===== src/rtl/dtmp_pkg.sv =====
// Shared types and constants for the device-tree memory size patcher.
// Used by the walker, the top level and the testbench.
package dtmp_pkg;

	localparam int BLOB_BYTES_DEF = 16384;

	localparam logic [1:0] OP_WRITE = 2'd0;
	localparam logic [1:0] OP_READ  = 2'd1;
	localparam logic [1:0] OP_RUN   = 2'd2;

	localparam logic [2:0] ST_OK        = 3'd0;
	localparam logic [2:0] ST_HEADER    = 3'd1;
	localparam logic [2:0] ST_MALFORMED = 3'd2;
	localparam logic [2:0] ST_REGLEN    = 3'd3;
	localparam logic [2:0] ST_NOTFOUND  = 3'd4;

	localparam logic [0:0] CFG_MEM_BASE = 1'b0;
	localparam logic [0:0] CFG_MEM_SIZE = 1'b1;

	localparam logic [31:0] DTB_SIGNATURE  = 32'hd00dfeed;
	localparam logic [31:0] TOK_BEGIN_NODE = 32'd1;
	localparam logic [31:0] TOK_END_NODE   = 32'd2;
	localparam logic [31:0] TOK_PROP       = 32'd3;
	localparam logic [31:0] TOK_NOP        = 32'd4;
	localparam logic [31:0] TOK_END        = 32'd9;

	localparam int HDR_MIN_LEN = 40;
	localparam int REG_LEN     = 16;

	localparam logic [7:0] MEM_PREFIX [7] = '{8'h6d, 8'h65, 8'h6d, 8'h6f, 8'h72, 8'h79, 8'h40};
	localparam logic [7:0] REG_NAME [4]   = '{8'h72, 8'h65, 8'h67, 8'h00};

	typedef struct packed {
		logic [1:0]  opcode;
		logic [13:0] byte_address;
		logic [7:0]  write_byte;
		logic [14:0] blob_length;
	} item_t;

	typedef struct packed {
		logic        result_kind;
		logic [7:0]  read_byte;
		logic [2:0]  status;
		logic [13:0] patch_offset;
	} res_t;

endpackage


===== src/rtl/dtmp_walker.sv =====
// Sequencer that serves byte loads and reads and walks the stored blob.
// Depends on dtmp_pkg; drives the byte store port.
module dtmp_walker #(
	parameter int BLOB_BYTES = dtmp_pkg::BLOB_BYTES_DEF
) (
	input  logic                          clk,
	input  logic                          arst_n,
	input  logic                          in_valid,
	input  dtmp_pkg::item_t               item,
	output logic                          in_ready,
	input  logic                          res_free,
	input  logic [63:0]                   mem_base,
	input  logic [63:0]                   mem_size,
	output logic                          res_valid,
	output dtmp_pkg::res_t                res,
	output logic                          ram_we,
	output logic [$clog2(BLOB_BYTES)-1:0] ram_addr,
	output logic [7:0]                    ram_wdata,
	input  logic [7:0]                    ram_rdata
);
	import dtmp_pkg::*;

	localparam int ADDR_W = $clog2(BLOB_BYTES);
	localparam int LEN_W  = $clog2(BLOB_BYTES + 1);
	localparam int P_W    = LEN_W + 1;
	localparam int DW     = P_W + 1;

	typedef enum logic [4:0] {
		S_IDLE, S_RD, S_HDR, S_FET_ISS, S_FET_CAP, S_H_MAGIC, S_H_TOTAL, S_H_STRU,
		S_H_STR, S_H_LEN, S_TOK, S_TOK_DEC, S_NAME_ISS, S_NAME_CAP, S_PROP_LEN,
		S_PROP_OFF, S_REG_ISS, S_REG_CAP, S_WR
	} state_t;

	state_t                 state_q, ret_q;
	logic                   res_valid_q, rd_ok_q, in_mem_q, match_q;
	res_t                   res_q;
	logic [LEN_W-1:0]       len_q, end_q, n_q, s_q;
	logic [P_W-1:0]         p_q, fa_q;
	logic [31:0]            word_q, total_q, stru_q, str_q, plen_q;
	logic [3:0]             cnt_q;
	logic [1:0]             k_q;
	logic signed [DW-1:0]   depth_q;
	logic                   fire, in_range;
	logic [LEN_W-1:0]       len_c;
	logic [P_W-1:0]         p4, p8, pad;
	logic [127:0]           patch_data;

	assign in_ready   = (state_q == S_IDLE) && !res_valid_q && res_free;
	assign fire       = in_valid && in_ready;
	assign in_range   = 32'(item.byte_address) < 32'(BLOB_BYTES);
	assign len_c      = (32'(item.blob_length) > 32'(BLOB_BYTES)) ? LEN_W'(BLOB_BYTES)
	                                                              : LEN_W'(item.blob_length);
	assign p4         = p_q + P_W'(4);
	assign p8         = p_q + P_W'(8);
	assign pad        = P_W'((33'(plen_q) + 33'd3) & ~33'd3);
	assign patch_data = {mem_base, mem_size};
	assign res_valid  = res_valid_q;
	assign res        = res_q;

	always_comb begin
		ram_we    = 1'b0;
		ram_addr  = ADDR_W'(fa_q + P_W'(cnt_q[1:0]));
		ram_wdata = item.write_byte;
		unique case (state_q)
			S_IDLE: begin
				ram_we   = fire && (item.opcode == OP_WRITE) && in_range;
				ram_addr = ADDR_W'(item.byte_address);
			end
			S_NAME_ISS: ram_addr = ADDR_W'(p_q + P_W'(n_q));
			S_REG_ISS:  ram_addr = ADDR_W'(s_q + LEN_W'(k_q));
			S_WR: begin
				ram_we    = 1'b1;
				ram_addr  = ADDR_W'(p_q + P_W'(cnt_q));
				ram_wdata = patch_data[8 * (4'd15 - cnt_q) +: 8];
			end
			default: ;
		endcase
	end

	always_ff @(posedge clk or negedge arst_n) begin
		if (!arst_n) begin
			state_q     <= S_IDLE;
			ret_q       <= S_IDLE;
			res_valid_q <= 1'b0;
			res_q       <= '0;
			in_mem_q    <= 1'b0;
			cnt_q       <= '0;
		end else begin
			res_valid_q <= 1'b0;
			unique case (state_q)
				S_IDLE: begin
					if (fire) begin
						rd_ok_q  <= in_range;
						len_q    <= len_c;
						in_mem_q <= 1'b0;
						depth_q  <= '0;
						cnt_q    <= '0;
						if (item.opcode == OP_READ) begin
							state_q <= S_RD;
						end else if (item.opcode == OP_RUN) begin
							state_q <= S_HDR;
						end
					end
				end
				S_RD: begin
					res_valid_q <= 1'b1;
					res_q       <= '{1'b0, rd_ok_q ? ram_rdata : 8'd0, ST_OK, 14'd0};
					state_q     <= S_IDLE;
				end
				S_HDR: begin
					if (32'(len_q) < 32'(HDR_MIN_LEN)) begin
						res_valid_q <= 1'b1;
						res_q       <= '{1'b1, 8'd0, ST_HEADER, 14'd0};
						state_q     <= S_IDLE;
					end else begin
						fa_q    <= '0;
						ret_q   <= S_H_MAGIC;
						state_q <= S_FET_ISS;
					end
				end
				S_FET_ISS: state_q <= S_FET_CAP;
				S_FET_CAP: begin
					word_q <= {word_q[23:0], ram_rdata};
					if (cnt_q[1:0] == 2'd3) begin
						cnt_q   <= '0;
						state_q <= ret_q;
					end else begin
						cnt_q   <= cnt_q + 4'd1;
						state_q <= S_FET_ISS;
					end
				end
				S_H_MAGIC: begin
					if (word_q != DTB_SIGNATURE) begin
						res_valid_q <= 1'b1;
						res_q       <= '{1'b1, 8'd0, ST_HEADER, 14'd0};
						state_q     <= S_IDLE;
					end else begin
						fa_q    <= P_W'(4);
						ret_q   <= S_H_TOTAL;
						state_q <= S_FET_ISS;
					end
				end
				S_H_TOTAL: begin
					total_q <= word_q;
					fa_q    <= P_W'(8);
					ret_q   <= S_H_STRU;
					state_q <= S_FET_ISS;
				end
				S_H_STRU: begin
					stru_q  <= word_q;
					fa_q    <= P_W'(12);
					ret_q   <= S_H_STR;
					state_q <= S_FET_ISS;
				end
				S_H_STR: begin
					str_q   <= word_q;
					fa_q    <= P_W'(36);
					ret_q   <= S_H_LEN;
					state_q <= S_FET_ISS;
				end
				S_H_LEN: begin
					if ((33'(total_q) > 33'(len_q))
					    || (33'(stru_q) + 33'(word_q) > 33'(total_q))
					    || (str_q > total_q)) begin
						res_valid_q <= 1'b1;
						res_q       <= '{1'b1, 8'd0, ST_HEADER, 14'd0};
						state_q     <= S_IDLE;
					end else begin
						p_q     <= P_W'(stru_q);
						end_q   <= LEN_W'(stru_q + word_q);
						state_q <= S_TOK;
					end
				end
				S_TOK: begin
					if (33'(p_q) + 33'd4 > 33'(end_q)) begin
						res_valid_q <= 1'b1;
						res_q       <= '{1'b1, 8'd0, ST_NOTFOUND, 14'd0};
						state_q     <= S_IDLE;
					end else begin
						fa_q    <= p_q;
						ret_q   <= S_TOK_DEC;
						state_q <= S_FET_ISS;
					end
				end
				S_TOK_DEC: begin
					p_q <= p4;
					case (word_q)
						TOK_BEGIN_NODE: begin
							n_q     <= '0;
							match_q <= 1'b1;
							state_q <= S_NAME_ISS;
						end
						TOK_END_NODE: begin
							if (in_mem_q && depth_q == DW'(2)) begin
								in_mem_q <= 1'b0;
							end
							depth_q <= depth_q - DW'(1);
							state_q <= S_TOK;
						end
						TOK_PROP: begin
							if (33'(p4) + 33'd8 > 33'(end_q)) begin
								res_valid_q <= 1'b1;
								res_q       <= '{1'b1, 8'd0, ST_MALFORMED, 14'd0};
								state_q     <= S_IDLE;
							end else begin
								fa_q    <= p4;
								ret_q   <= S_PROP_LEN;
								state_q <= S_FET_ISS;
							end
						end
						TOK_NOP: state_q <= S_TOK;
						TOK_END: begin
							res_valid_q <= 1'b1;
							res_q       <= '{1'b1, 8'd0, ST_NOTFOUND, 14'd0};
							state_q     <= S_IDLE;
						end
						default: begin
							res_valid_q <= 1'b1;
							res_q       <= '{1'b1, 8'd0, ST_MALFORMED, 14'd0};
							state_q     <= S_IDLE;
						end
					endcase
				end
				S_NAME_ISS: begin
					if (33'(p_q) + 33'(n_q) >= 33'(len_q)) begin
						res_valid_q <= 1'b1;
						res_q       <= '{1'b1, 8'd0, ST_MALFORMED, 14'd0};
						state_q     <= S_IDLE;
					end else begin
						state_q <= S_NAME_CAP;
					end
				end
				S_NAME_CAP: begin
					if (ram_rdata == 8'd0) begin
						p_q     <= p_q + P_W'((33'(n_q) + 33'd4) & ~33'd3);
						depth_q <= depth_q + DW'(1);
						if (!in_mem_q && depth_q == DW'(1) && match_q
						    && n_q >= LEN_W'(7)) begin
							in_mem_q <= 1'b1;
						end
						state_q <= S_TOK;
					end else begin
						if (n_q < LEN_W'(7) && ram_rdata != MEM_PREFIX[n_q[2:0]]) begin
							match_q <= 1'b0;
						end
						n_q     <= n_q + LEN_W'(1);
						state_q <= S_NAME_ISS;
					end
				end
				S_PROP_LEN: begin
					plen_q  <= word_q;
					fa_q    <= p4;
					ret_q   <= S_PROP_OFF;
					state_q <= S_FET_ISS;
				end
				S_PROP_OFF: begin
					if (33'(p8) + 33'(plen_q) > 33'(end_q)) begin
						res_valid_q <= 1'b1;
						res_q       <= '{1'b1, 8'd0, ST_MALFORMED, 14'd0};
						state_q     <= S_IDLE;
					end else if (in_mem_q && (33'(str_q) + 33'(word_q) < 33'(total_q))) begin
						p_q     <= p8;
						s_q     <= LEN_W'(str_q + word_q);
						k_q     <= '0;
						state_q <= S_REG_ISS;
					end else begin
						p_q     <= p8 + pad;
						state_q <= S_TOK;
					end
				end
				S_REG_ISS: begin
					if (33'(s_q) + 33'(k_q) >= 33'(len_q)) begin
						res_valid_q <= 1'b1;
						res_q       <= '{1'b1, 8'd0, ST_MALFORMED, 14'd0};
						state_q     <= S_IDLE;
					end else begin
						state_q <= S_REG_CAP;
					end
				end
				S_REG_CAP: begin
					if (ram_rdata != REG_NAME[k_q]) begin
						p_q     <= p_q + pad;
						state_q <= S_TOK;
					end else if (k_q == 2'd3) begin
						if (plen_q != 32'(REG_LEN)) begin
							res_valid_q <= 1'b1;
							res_q       <= '{1'b1, 8'd0, ST_REGLEN, 14'd0};
							state_q     <= S_IDLE;
						end else begin
							cnt_q   <= '0;
							state_q <= S_WR;
						end
					end else begin
						k_q     <= k_q + 2'd1;
						state_q <= S_REG_ISS;
					end
				end
				S_WR: begin
					if (cnt_q == 4'd15) begin
						cnt_q       <= '0;
						res_valid_q <= 1'b1;
						res_q       <= '{1'b1, 8'd0, ST_OK, 14'(p_q)};
						state_q     <= S_IDLE;
					end else begin
						cnt_q <= cnt_q + 4'd1;
					end
				end
				default: state_q <= S_IDLE;
			endcase
		end
	end

`ifndef SYNTHESIS
	a_write_only_load_or_patch: assert property (@(posedge clk) disable iff (!arst_n)
		ram_we |-> (state_q == S_IDLE || state_q == S_WR))
		else $error("byte store written outside a load or a patch");
	a_no_accept_with_result: assert property (@(posedge clk) disable iff (!arst_n)
		res_valid_q |-> !fire)
		else $error("item accepted while a result is being handed over");
	a_offset_only_on_patch: assert property (@(posedge clk) disable iff (!arst_n)
		(res_valid_q && res_q.status != ST_OK) |-> (res_q.patch_offset == 14'd0))
		else $error("patch offset reported without a patch");
	a_patch_ends_write: assert property (@(posedge clk) disable iff (!arst_n)
		(res_valid_q && res_q.result_kind && res_q.status == ST_OK)
		|-> ($past(state_q) == S_WR))
		else $error("patched status without the value being rewritten");
`endif

endmodule


===== config.mk =====
export PLATFORM = sky130hd
export DESIGN_NAME = dtmp_walker
export DESIGN_NICKNAME = d
export VERILOG_FILES = /design/src/rtl/dtmp_pkg.sv /design/src/rtl/dtmp_walker.sv
export SDC_FILE = /design/constraint.sdc
export NUM_CORES = 1
export LEC_CHECK = 0
export BUFFER_PORTS_ARGS = -buffer_cell sky130_fd_sc_hd__buf_2
export CAP_MARGIN = 20
export CORE_MARGIN = 2
export CORE_UTILIZATION = 29
export DETAILED_ROUTE_END_ITERATION = 8
export MAX_ROUTING_LAYER = met4
export PLACE_DENSITY = 0.53
export SLEW_MARGIN = 20
export SYNTH_ARGS = -nofsm -noshare
export SYNTH_HDL_FRONTEND = slang
export SYNTH_SLANG_ARGS = --single-unit

===== constraint.sdc =====
create_clock -name clk -period 15.8 [get_ports clk]
set_clock_uncertainty 0.1 [all_clocks]
set_input_delay 2.37 -clock clk [delete_from_list [all_inputs] [get_ports clk]]
set_output_delay 2.37 -clock clk [all_outputs]
set_load 0.05 [all_outputs]

# After elaboration in Yosys (flattened, before gate mapping)
# Memory sizes are Yosys's and may differ from the RTL's.
# Index checks and enable logic that the tools add are counted.
# op_classes
addsub	26
n_lt_le_gt_ge	15
n_eq_ne	67
shift	1
muxes	103
n_bitwise	4
n_reduce_logical	46
# op_table
op	n
$mux 26	12
$pmux 26 s11	1
$shiftx 128x33->8	1
$pmux 14 s8	1
$mux 16	5
$mux 5	16
$pmux 16 s5	1
$pmux 26 s3	1
$pmux 5 s15	1
$mux 14	5
$add 32x32->33	2
$eq 32x2->1 const B	2
$ne 2x2->1 const B	29
$pmux 14 s4	1
$mux 17	3
$pmux 17 s3	1
$add 16x16->16	3
$eq 5x4->1 const B	8
$mux 8	5
$pmux 5 s8	1
$gt 17x15->1	2
$add 16x32->33	1
$gt 33x15->1	1
$gt 33x32->1	1
other kinds (85)	158
# word_totals
regBits	312
mem_bits_ro	64
out_inout_bits	51
elab_cells	286
n_memories	1
# mem_list
name	depth	word_bits	rd	rd_ports_with_merged_regs	write_ports	line	rtl
(name not given)	8	8	1	0	0	dtmp_walker.sv:243	if (n_q < LEN_W'(7) && ram_rdata != MEM_PREFIX[n_q[2:0]]) begin

# Depth between registers and ports, before layout
# Gate-level depths: netlist of the first run.
# depth
depth_word	9
ltp_mapped	27

# Least setup slack after synthesis of the first run
# No wires, ideal clock.
# synth_path
path_type	input -> output
from	input res_free
to	output ram_we
arrival_ns	5.119
required_time_ns	13.330
path_slack_ns	8.211
cell_stages	3
path_buffers	0
cell_sequence	nor3b_1 -> nand2_1 -> o31ai_1
# synth_via
elab_chain_len	4
# synth_rtl
item	line	rtl
start, declared	dtmp_walker.sv:11	input logic res_free,
$logic_and 1x1->1	dtmp_walker.sv:48	assign in_ready = (state_q == S_IDLE) && !res_valid_q && res_free;
$logic_and 1x1->1	dtmp_walker.sv:49	assign fire = in_valid && in_ready;
$logic_and 1x1->1	dtmp_walker.sv:66	ram_we = fire && (item.opcode == OP_WRITE) && in_range;
$pmux 1 s2	dtmp_walker.sv:64	unique case (state_q)
end, declared	dtmp_walker.sv:16	output logic ram_we,
# No other way between the ends.

# Worst setup path after layout of the first run
# layout_path
from	register state_q[2]
to	output ram_addr[13]
# layout_via
elab_chain_len	2
word_cells_on_any_way	5
classes_between	eq/ne (3); mux (1); reduce/logical (1)
# layout_rtl
item	line	rtl
start, declared	dtmp_walker.sv:34	state_t state_q, ret_q;
start signal, assigned	dtmp_walker.sv:126	state_q <= ret_q;
$eq 5x5->1 (tied with other cells)	dtmp_walker.sv:64	
$pmux 14 s4 *	dtmp_walker.sv:64	
end, declared	dtmp_walker.sv:17	output logic [$clog2(BLOB_BYTES)-1:0] ram_addr,
# Mark *: on every way between the ends. The rest lies on a longest branch, timed or not.

==> impl_metrics.py, run 1 <==
metrics = {
    "global_routing": {
        "met1_usage_pct": 25.49,
        "use_met2_pct": 32.45,
        "top_usage_layer": "met2",
        "grt_pass1_wl_um": 142600,
        "antenna_found_initial": 6,
        "globalRouteMet3Util_pct": 2.927,
        "grt_util_all_layers_pct": 20.37,
        "grt.overflow.total": 0,
        "grt_max_degree": 49,
        "grt_pass1_vias": 22447,
    },
    "floorplanning": {
        "core-area_sq_um": 91660,
        "die_h_um": 308.1,
        "ios": 230,
        "fp.dieW_um": 308.1,
        "die-area_sq_um": 94950,
        "initial_utilization_pct": 29.27,
        "rows": 111,
    },
    "timing": {
        "slew_violations": 0,
        "maxSlewHeadroom_pct": 27.72,
        "max_freq_mhz": 124.0,
        "layout_min_cycle_time_ns": 8.062,
        "max_slew.worst_pin.slew_ns": 1.067,
        "hold_viol_final": 0,
        "rsz0062_at_grt": "no",
        "setup_violations": 0,
        "fin_tns_setup_ns": 0,
        "timing.final.crit_share_pct": 51.03,
    },
    "synth": {
        "synth_area_leaders": "edfxtp_1 (30%), ha_1 (16%), xnor2_1 (4.2%), dfrtp_1 (3.8%), a21oi_1 (3.8%)",
        "synthFlopType": "edfxtp_1",
        "synth_most_common_cell": "ha_1",
        "yosys_register_bits": 311,
        "async_reset_ff_share_pct": 13.18,
        "synth_area_sq_um": 26830,
        "yosys.area.top_type": "edfxtp_1",
        "synthTopCellsByCount": "ha_1 (338), edfxtp_1 (270), nand2_1 (233)",
        "ys_types": 89,
        "synth_seq_area_share_pct": 34.05,
        "synthesis.instances": 2824,
        "synth_edf_count": 270,
        "ys_warn_count": 0,
        "synthDominantCellAreaShare_pct": 30.22,
        "syn-num-nets": 3350,
        "avgSynthCellArea_sq_um": 9.499,
    },
    "placed_design": {
        "place.gp.congestion": 0.9722,
        "io_buffers": 229,
        "dpl-instance-area_sq_um": 29380,
        "hpwl_um": 75720,
    },
    "clock_tree": {
        "cts-root-buf": "clkbuf_16",
        "ctsLongestPathBuffers": 3,
        "clk_latency_ns": 0.57,
        "cts_buffers": 38,
        "hold_buffers": 0,
        "cts_setup_buffers": 0,
        "numClockSinks": 311,
        "clkTransAtPathRegs_ns": 0.06,
        "cts_tree": "done",
        "cts_resized": 0,
        "h-tree-depth": 2,
    },
    "worst_setup_path": {
        "crit_required_ns": 13.33,
        "worstPathArrival_ns": 5.59,
        "crit_path_end_kind": "primary output",
        "cp_max_fo": 23,
        "cp-start-kind": "flip-flop",
        "worstSetupPathType": "flip-flop to primary output",
    },
    "power_and_ir_drop": {
        "vdd.ir_drop.worst_v": 0.00006147,
        "p_leak_nw": 12.54,
        "power_density_nw_per_um2": 87.55,
    },
    "route": {
        "viasPerCell": 5.476,
        "drt-pass1-iter-count": 7,
        "wl_per_cell_um": 22.67,
        "wl_um": 96560,
        "drt_iter0_markers": 2015,
        "ant_nets": 0,
        "vias": 23327,
        "route.detailed.drc": 0,
    },
    "run": {
        "maxCapViolations": 0,
    },
    "finish": {
        "drive_gt1_share_pct": 13.24,
        "fillers": 9480,
        "final_area_sq_um": 30710,
        "ff_latch_area_sq_um": 9135,
        "multi_input_area_sq_um": 16700,
        "layout.nets": 3565,
        "syn_to_final_growth_pct": 14.47,
    },
    "hold_path": {
        "min_path_type": "flip-flop to flip-flop",
    },
    "status": {
        "outcome": "finished, final reports clean",
    },
}
==> layout make-up <==
type / count / share of cell area, %
antenna: 7 / 0.05704
clock buffer: 51 / 3.492
clock inverter: 17 / 0.7619
inverter: 173 / 2.115
multi-input combinational: 2250 / 54.38
sequential: 311 / 29.75
tap: 1186 / 4.832
timing repair buffer: 265 / 4.612
==> power breakdown <==
part           switching, mW  total (mW)  leakage (nW)  internal (mW)
clock network          0.372       0.933         0.634          0.561
registers             0.0558        1.00          3.02          0.945
logic                  0.507       0.754          8.88          0.247
total                  0.935        2.69          12.5           1.75
==> logic make-up after synthesis <==
kind of cell,after synthesis,share of synthesized area [%]
muxes,77,4.771
AOI/OAI and AO/OA,705,16.98
adders and majority gates,347,16.44
and+or+nand+nor,902,16.75
DFF,311,34.05
buffers and inverters,263,3.839
xor gates and xnor gates,219,7.178
==> state kept, by name, summed over array words and instances (netlist names), 2 cells and up <==
signal,flops
depth_q,17
total_q,32
stru_q,32
res,26
p_q,16
n_q,15
str_q,32
cnt_q,4
word_q,32
k_q,2
len_q,15
ret_q,4
plen_q,32
s_q,15
end_q,15
state_q,5
fa_q,14
==> worst paths after layout <==
check                      startpoint  slack (ns)           end  depth (start not counted)
setup / recovery           state_q[2]        7.74  ram_addr[13]                         17
hold reg to reg               res[15]        0.40       res[15]                          1
min in group asynchronous      arst_n        1.82       res[10]                          2
hold / removal                res[15]        0.40       res[15]                          1
setup reg to reg               p_q[5]        8.55        p_q[2]                         22
max in group asynchronous      arst_n       13.32      cnt_q[0]                          2
==> per-layer routing <==
layer  vias up  wire length, um
met5         -                0
met2       859            43450
met4         0             4834
met3       179             6281
met1     11225            41990
li1      11064                -
==> cells in the final DEF (no fill, tap or decap), types with 88 or more instances in the layout <==
cell type / count
a21oi_1: 201
buf_2: 229
edfxtp_1: 270
ha_1: 338
inv_1: 173
nand2_1: 233
nand3_1: 89
nor2_1: 192
o21ai_0: 164
xnor2_1: 130
xor2_1: 88
==> critical path, cell delays in order (launching register included) <==
cell and delay (ns):
dfrtp_1 0.60, nor2_1 0.61, nand3_1 0.33, buf_4 0.32
o21ai_0 0.25, ha_1 0.28, a21o_1 0.15, a21o_1 0.20
a21o_1 0.20, a31oi_1 0.22, o21ai_0 0.14, or4_1 0.44
a31o_2 0.25, a21oi_1 0.17, xor2_1 0.23, xor2_1 0.09
o221ai_1 0.18, buf_2 0.33
==> per-stage QoR <==
step / hold slack [ns] / instances / setup slack [ns] / util, % / power, mW
after floorplan: 0.3751 / 2824 / 8.211 / - / 1.539
after global placement: 0.3626 / 4185 / 8.399 / 32.06 / 1.768
after detailed placement: 0.3901 / 4185 / 8.358 / 32.06 / 1.770
after CTS: 0.4036 / 4253 / 7.749 / 33.48 / 2.710
after global routing: 0.4314 / 4259 / 7.361 / 33.50 / 2.800
final: 0.3978 / 4260 / 7.738 / 33.50 / 2.688
(Power assumes the default switching activity.)
==> run 2, diff against run 1 <==
--- a/config.mk
+++ b/config.mk
@@ -11,7 +11,7 @@
 export CORE_UTILIZATION = 29
 export DETAILED_ROUTE_END_ITERATION = 8
 export MAX_ROUTING_LAYER = met4
-export PLACE_DENSITY = 0.53
+export PLACE_DENSITY = 0.54
 export SLEW_MARGIN = 20
 export SYNTH_ARGS = -nofsm -noshare
 export SYNTH_HDL_FRONTEND = slang
==> constraint.sdc (replaced) <==
create_clock -name clk -period 7.1 [get_ports clk]
set_clock_uncertainty 0.1 [all_clocks]
set_input_delay 1.065 -clock clk [delete_from_list [all_inputs] [get_ports clk]]
set_output_delay 1.065 -clock clk [all_outputs]
set_load 0.05 [all_outputs]
==> impl_metrics.py, run 2 (synthesized netlist as in run 1, its figures left out) <==
metrics = {
    "timing": {
        "max_slew.worst_pin.slew_ns": 0.9055,
        "maxSlewHeadroom_pct": 39.49,
        "layout_min_cycle_time_ns": 6.447,
        "rsz0062_at_grt": "no",
        "timing.final.crit_share_pct": 90.81,
        "max_freq_mhz": 155.1,
        "fin_tns_setup_ns": 0,
        "setup_violations": 0,
        "slew_violations": 0,
        "setup_ws_ns": 0.6526,
        "hold_viol_final": 0,
    },
    "floorplanning": {
        "die-area_sq_um": 94950,
        "ios": 230,
        "core-area_sq_um": 91660,
        "initial_utilization_pct": 29.27,
        "rows": 111,
        "die_h_um": 308.1,
        "fp.dieW_um": 308.1,
    },
    "worst_setup_path": {
        "cp-start-kind": "flip-flop",
        "timing.rr.end": "p_q[2]",
        "worstSetupPathType": "flip-flop to flip-flop",
        "rrSetupSlack_ns": 0.65,
        "r2r-start": "p_q[3]",
        "crit_required_ns": 7.25,
        "crit_path_end_kind": "flip-flop",
        "cp_max_fo": 14,
        "worstPathArrival_ns": 6.60,
        "r2r_cells": 21,
    },
    "clock_tree": {
        "numClockSinks": 311,
        "clk_latency_ns": 0.57,
        "clkTransAtPathRegs_ns": 0.06,
        "h-tree-depth": 2,
        "cts_resized": 0,
        "cts-root-buf": "clkbuf_16",
        "ctsLongestPathBuffers": 3,
        "hold_buffers": 0,
        "cts_tree": "done",
        "cts_setup_buffers": 0,
        "cts_buffers": 37,
    },
    "finish": {
        "final_cell_mix": "ha_1 (338), edfxtp_1 (270), nand2_1 (233)",
        "final_area_sq_um": 30910,
        "syn_to_final_growth_pct": 15.22,
        "drive_gt1_share_pct": 14.42,
        "layout.nets": 3605,
        "fin_cells": 4297,
        "final_common_cell": "ha_1",
    },
    "power_and_ir_drop": {
        "p_leak_nw": 12.70,
        "vdd.ir_drop.worst_v": 0.0001307,
        "power_density_nw_per_um2": 189.1,
        "p_total_mw": 5.844,
    },
    "status": {
        "outcome": "finished, final reports clean",
    },
    "global_routing": {
        "grt_pass1_wl_um": 143700,
        "grt.overflow.total": 0,
        "grt_pass1_vias": 22699,
        "grt_util_all_layers_pct": 20.61,
        "grt_max_degree": 49,
        "antenna_found_initial": 4,
    },
    "placed_design": {
        "hpwl_um": 77660,
        "post-place-ws_ns": 0.6971,
        "dpl-instance-area_sq_um": 29700,
        "place.gp.congestion": 1.000,
        "dp_cells": 4226,
        "io_buffers": 229,
    },
    "hold_path": {
        "holdPathStages": 1,
        "min_path_type": "flip-flop to flip-flop",
        "whs_endpoint": "res[16]",
        "hp-start": "res[16]",
    },
    "route": {
        "viasPerCell": 5.481,
        "wl_per_cell_um": 22.64,
        "drt-pass1-iter-count": 8,
        "vias": 23553,
        "route.detailed.drc": 0,
        "wl_um": 97300,
        "ant_nets": 0,
        "drt_iter0_markers": 1946,
    },
    "run": {
        "maxCapViolations": 0,
    },
}
run 2: through the flow:
step / hold WS, ns / util [%]
after floorplan: 0.3751 / -
after global placement: 0.3669 / 32.40
after detailed placement: 0.3895 / 32.40
after CTS: 0.4022 / 33.71
after global routing: 0.4248 / 33.72
final: 0.3964 / 33.72
run 2: where the power goes:
group | internal (mW) | leakage, nW | total, mW | switching [mW]
combinational | 0.561 | 9.08 | 1.72 | 1.16
clock | 1.10 | 0.597 | 1.93 | 0.830
sequential | 2.10 | 3.02 | 2.20 | 0.0942
run 2: worst max-delay path by stage:
stage               startpoint  endpoint  cells after the start
global placement        p_q[3]    p_q[2]                     21
floorplan               p_q[5]    p_q[2]                     24
finish                  p_q[3]    p_q[2]                     21
global route         word_q[1]    p_q[2]                     23
detailed placement      p_q[3]    p_q[2]                     21
CTS                     p_q[3]    p_q[2]                     21
run 2: layout make-up:
class                   count  area (sq um)
inverters                 173         649.4
diodes                      4         10.01
clock buffers              45          1008
flip-flops and latches    311          9135
repair buffers            306          1724
multi-input cells        2250         16700
clock inverters            22         192.7
fillers                  9422         60750
well taps                1186          1484
run 2: worst max-delay path, stage by stage (launching register included):
cell	delay [ns]
edfxtp_1	0.35
ha_1	0.38
nand3_1	0.14
xnor2_1	0.51
ha_1	0.41
a211o_1	0.31
a221o_1	0.30
a21oi_1	0.30
xnor2_1	0.12
ha_1	0.30
nand4_1	0.11
or2_2	0.32
o32a_1	0.38
a211oi_1	0.19
and4_1	0.20
o311ai_1	0.08
nor4_1	0.22
o2111a_1	0.37
o21ai_1	0.14
a2111oi_2	0.36
buf_4	0.29
a21boi_0	0.25
run 2: metal layers:
layer	track usage [%]	part of all wire, %
met1	25.12	42
met2	33.69	46
met5	-	0
met3	3.195	6.6
met4	9.121	4.8
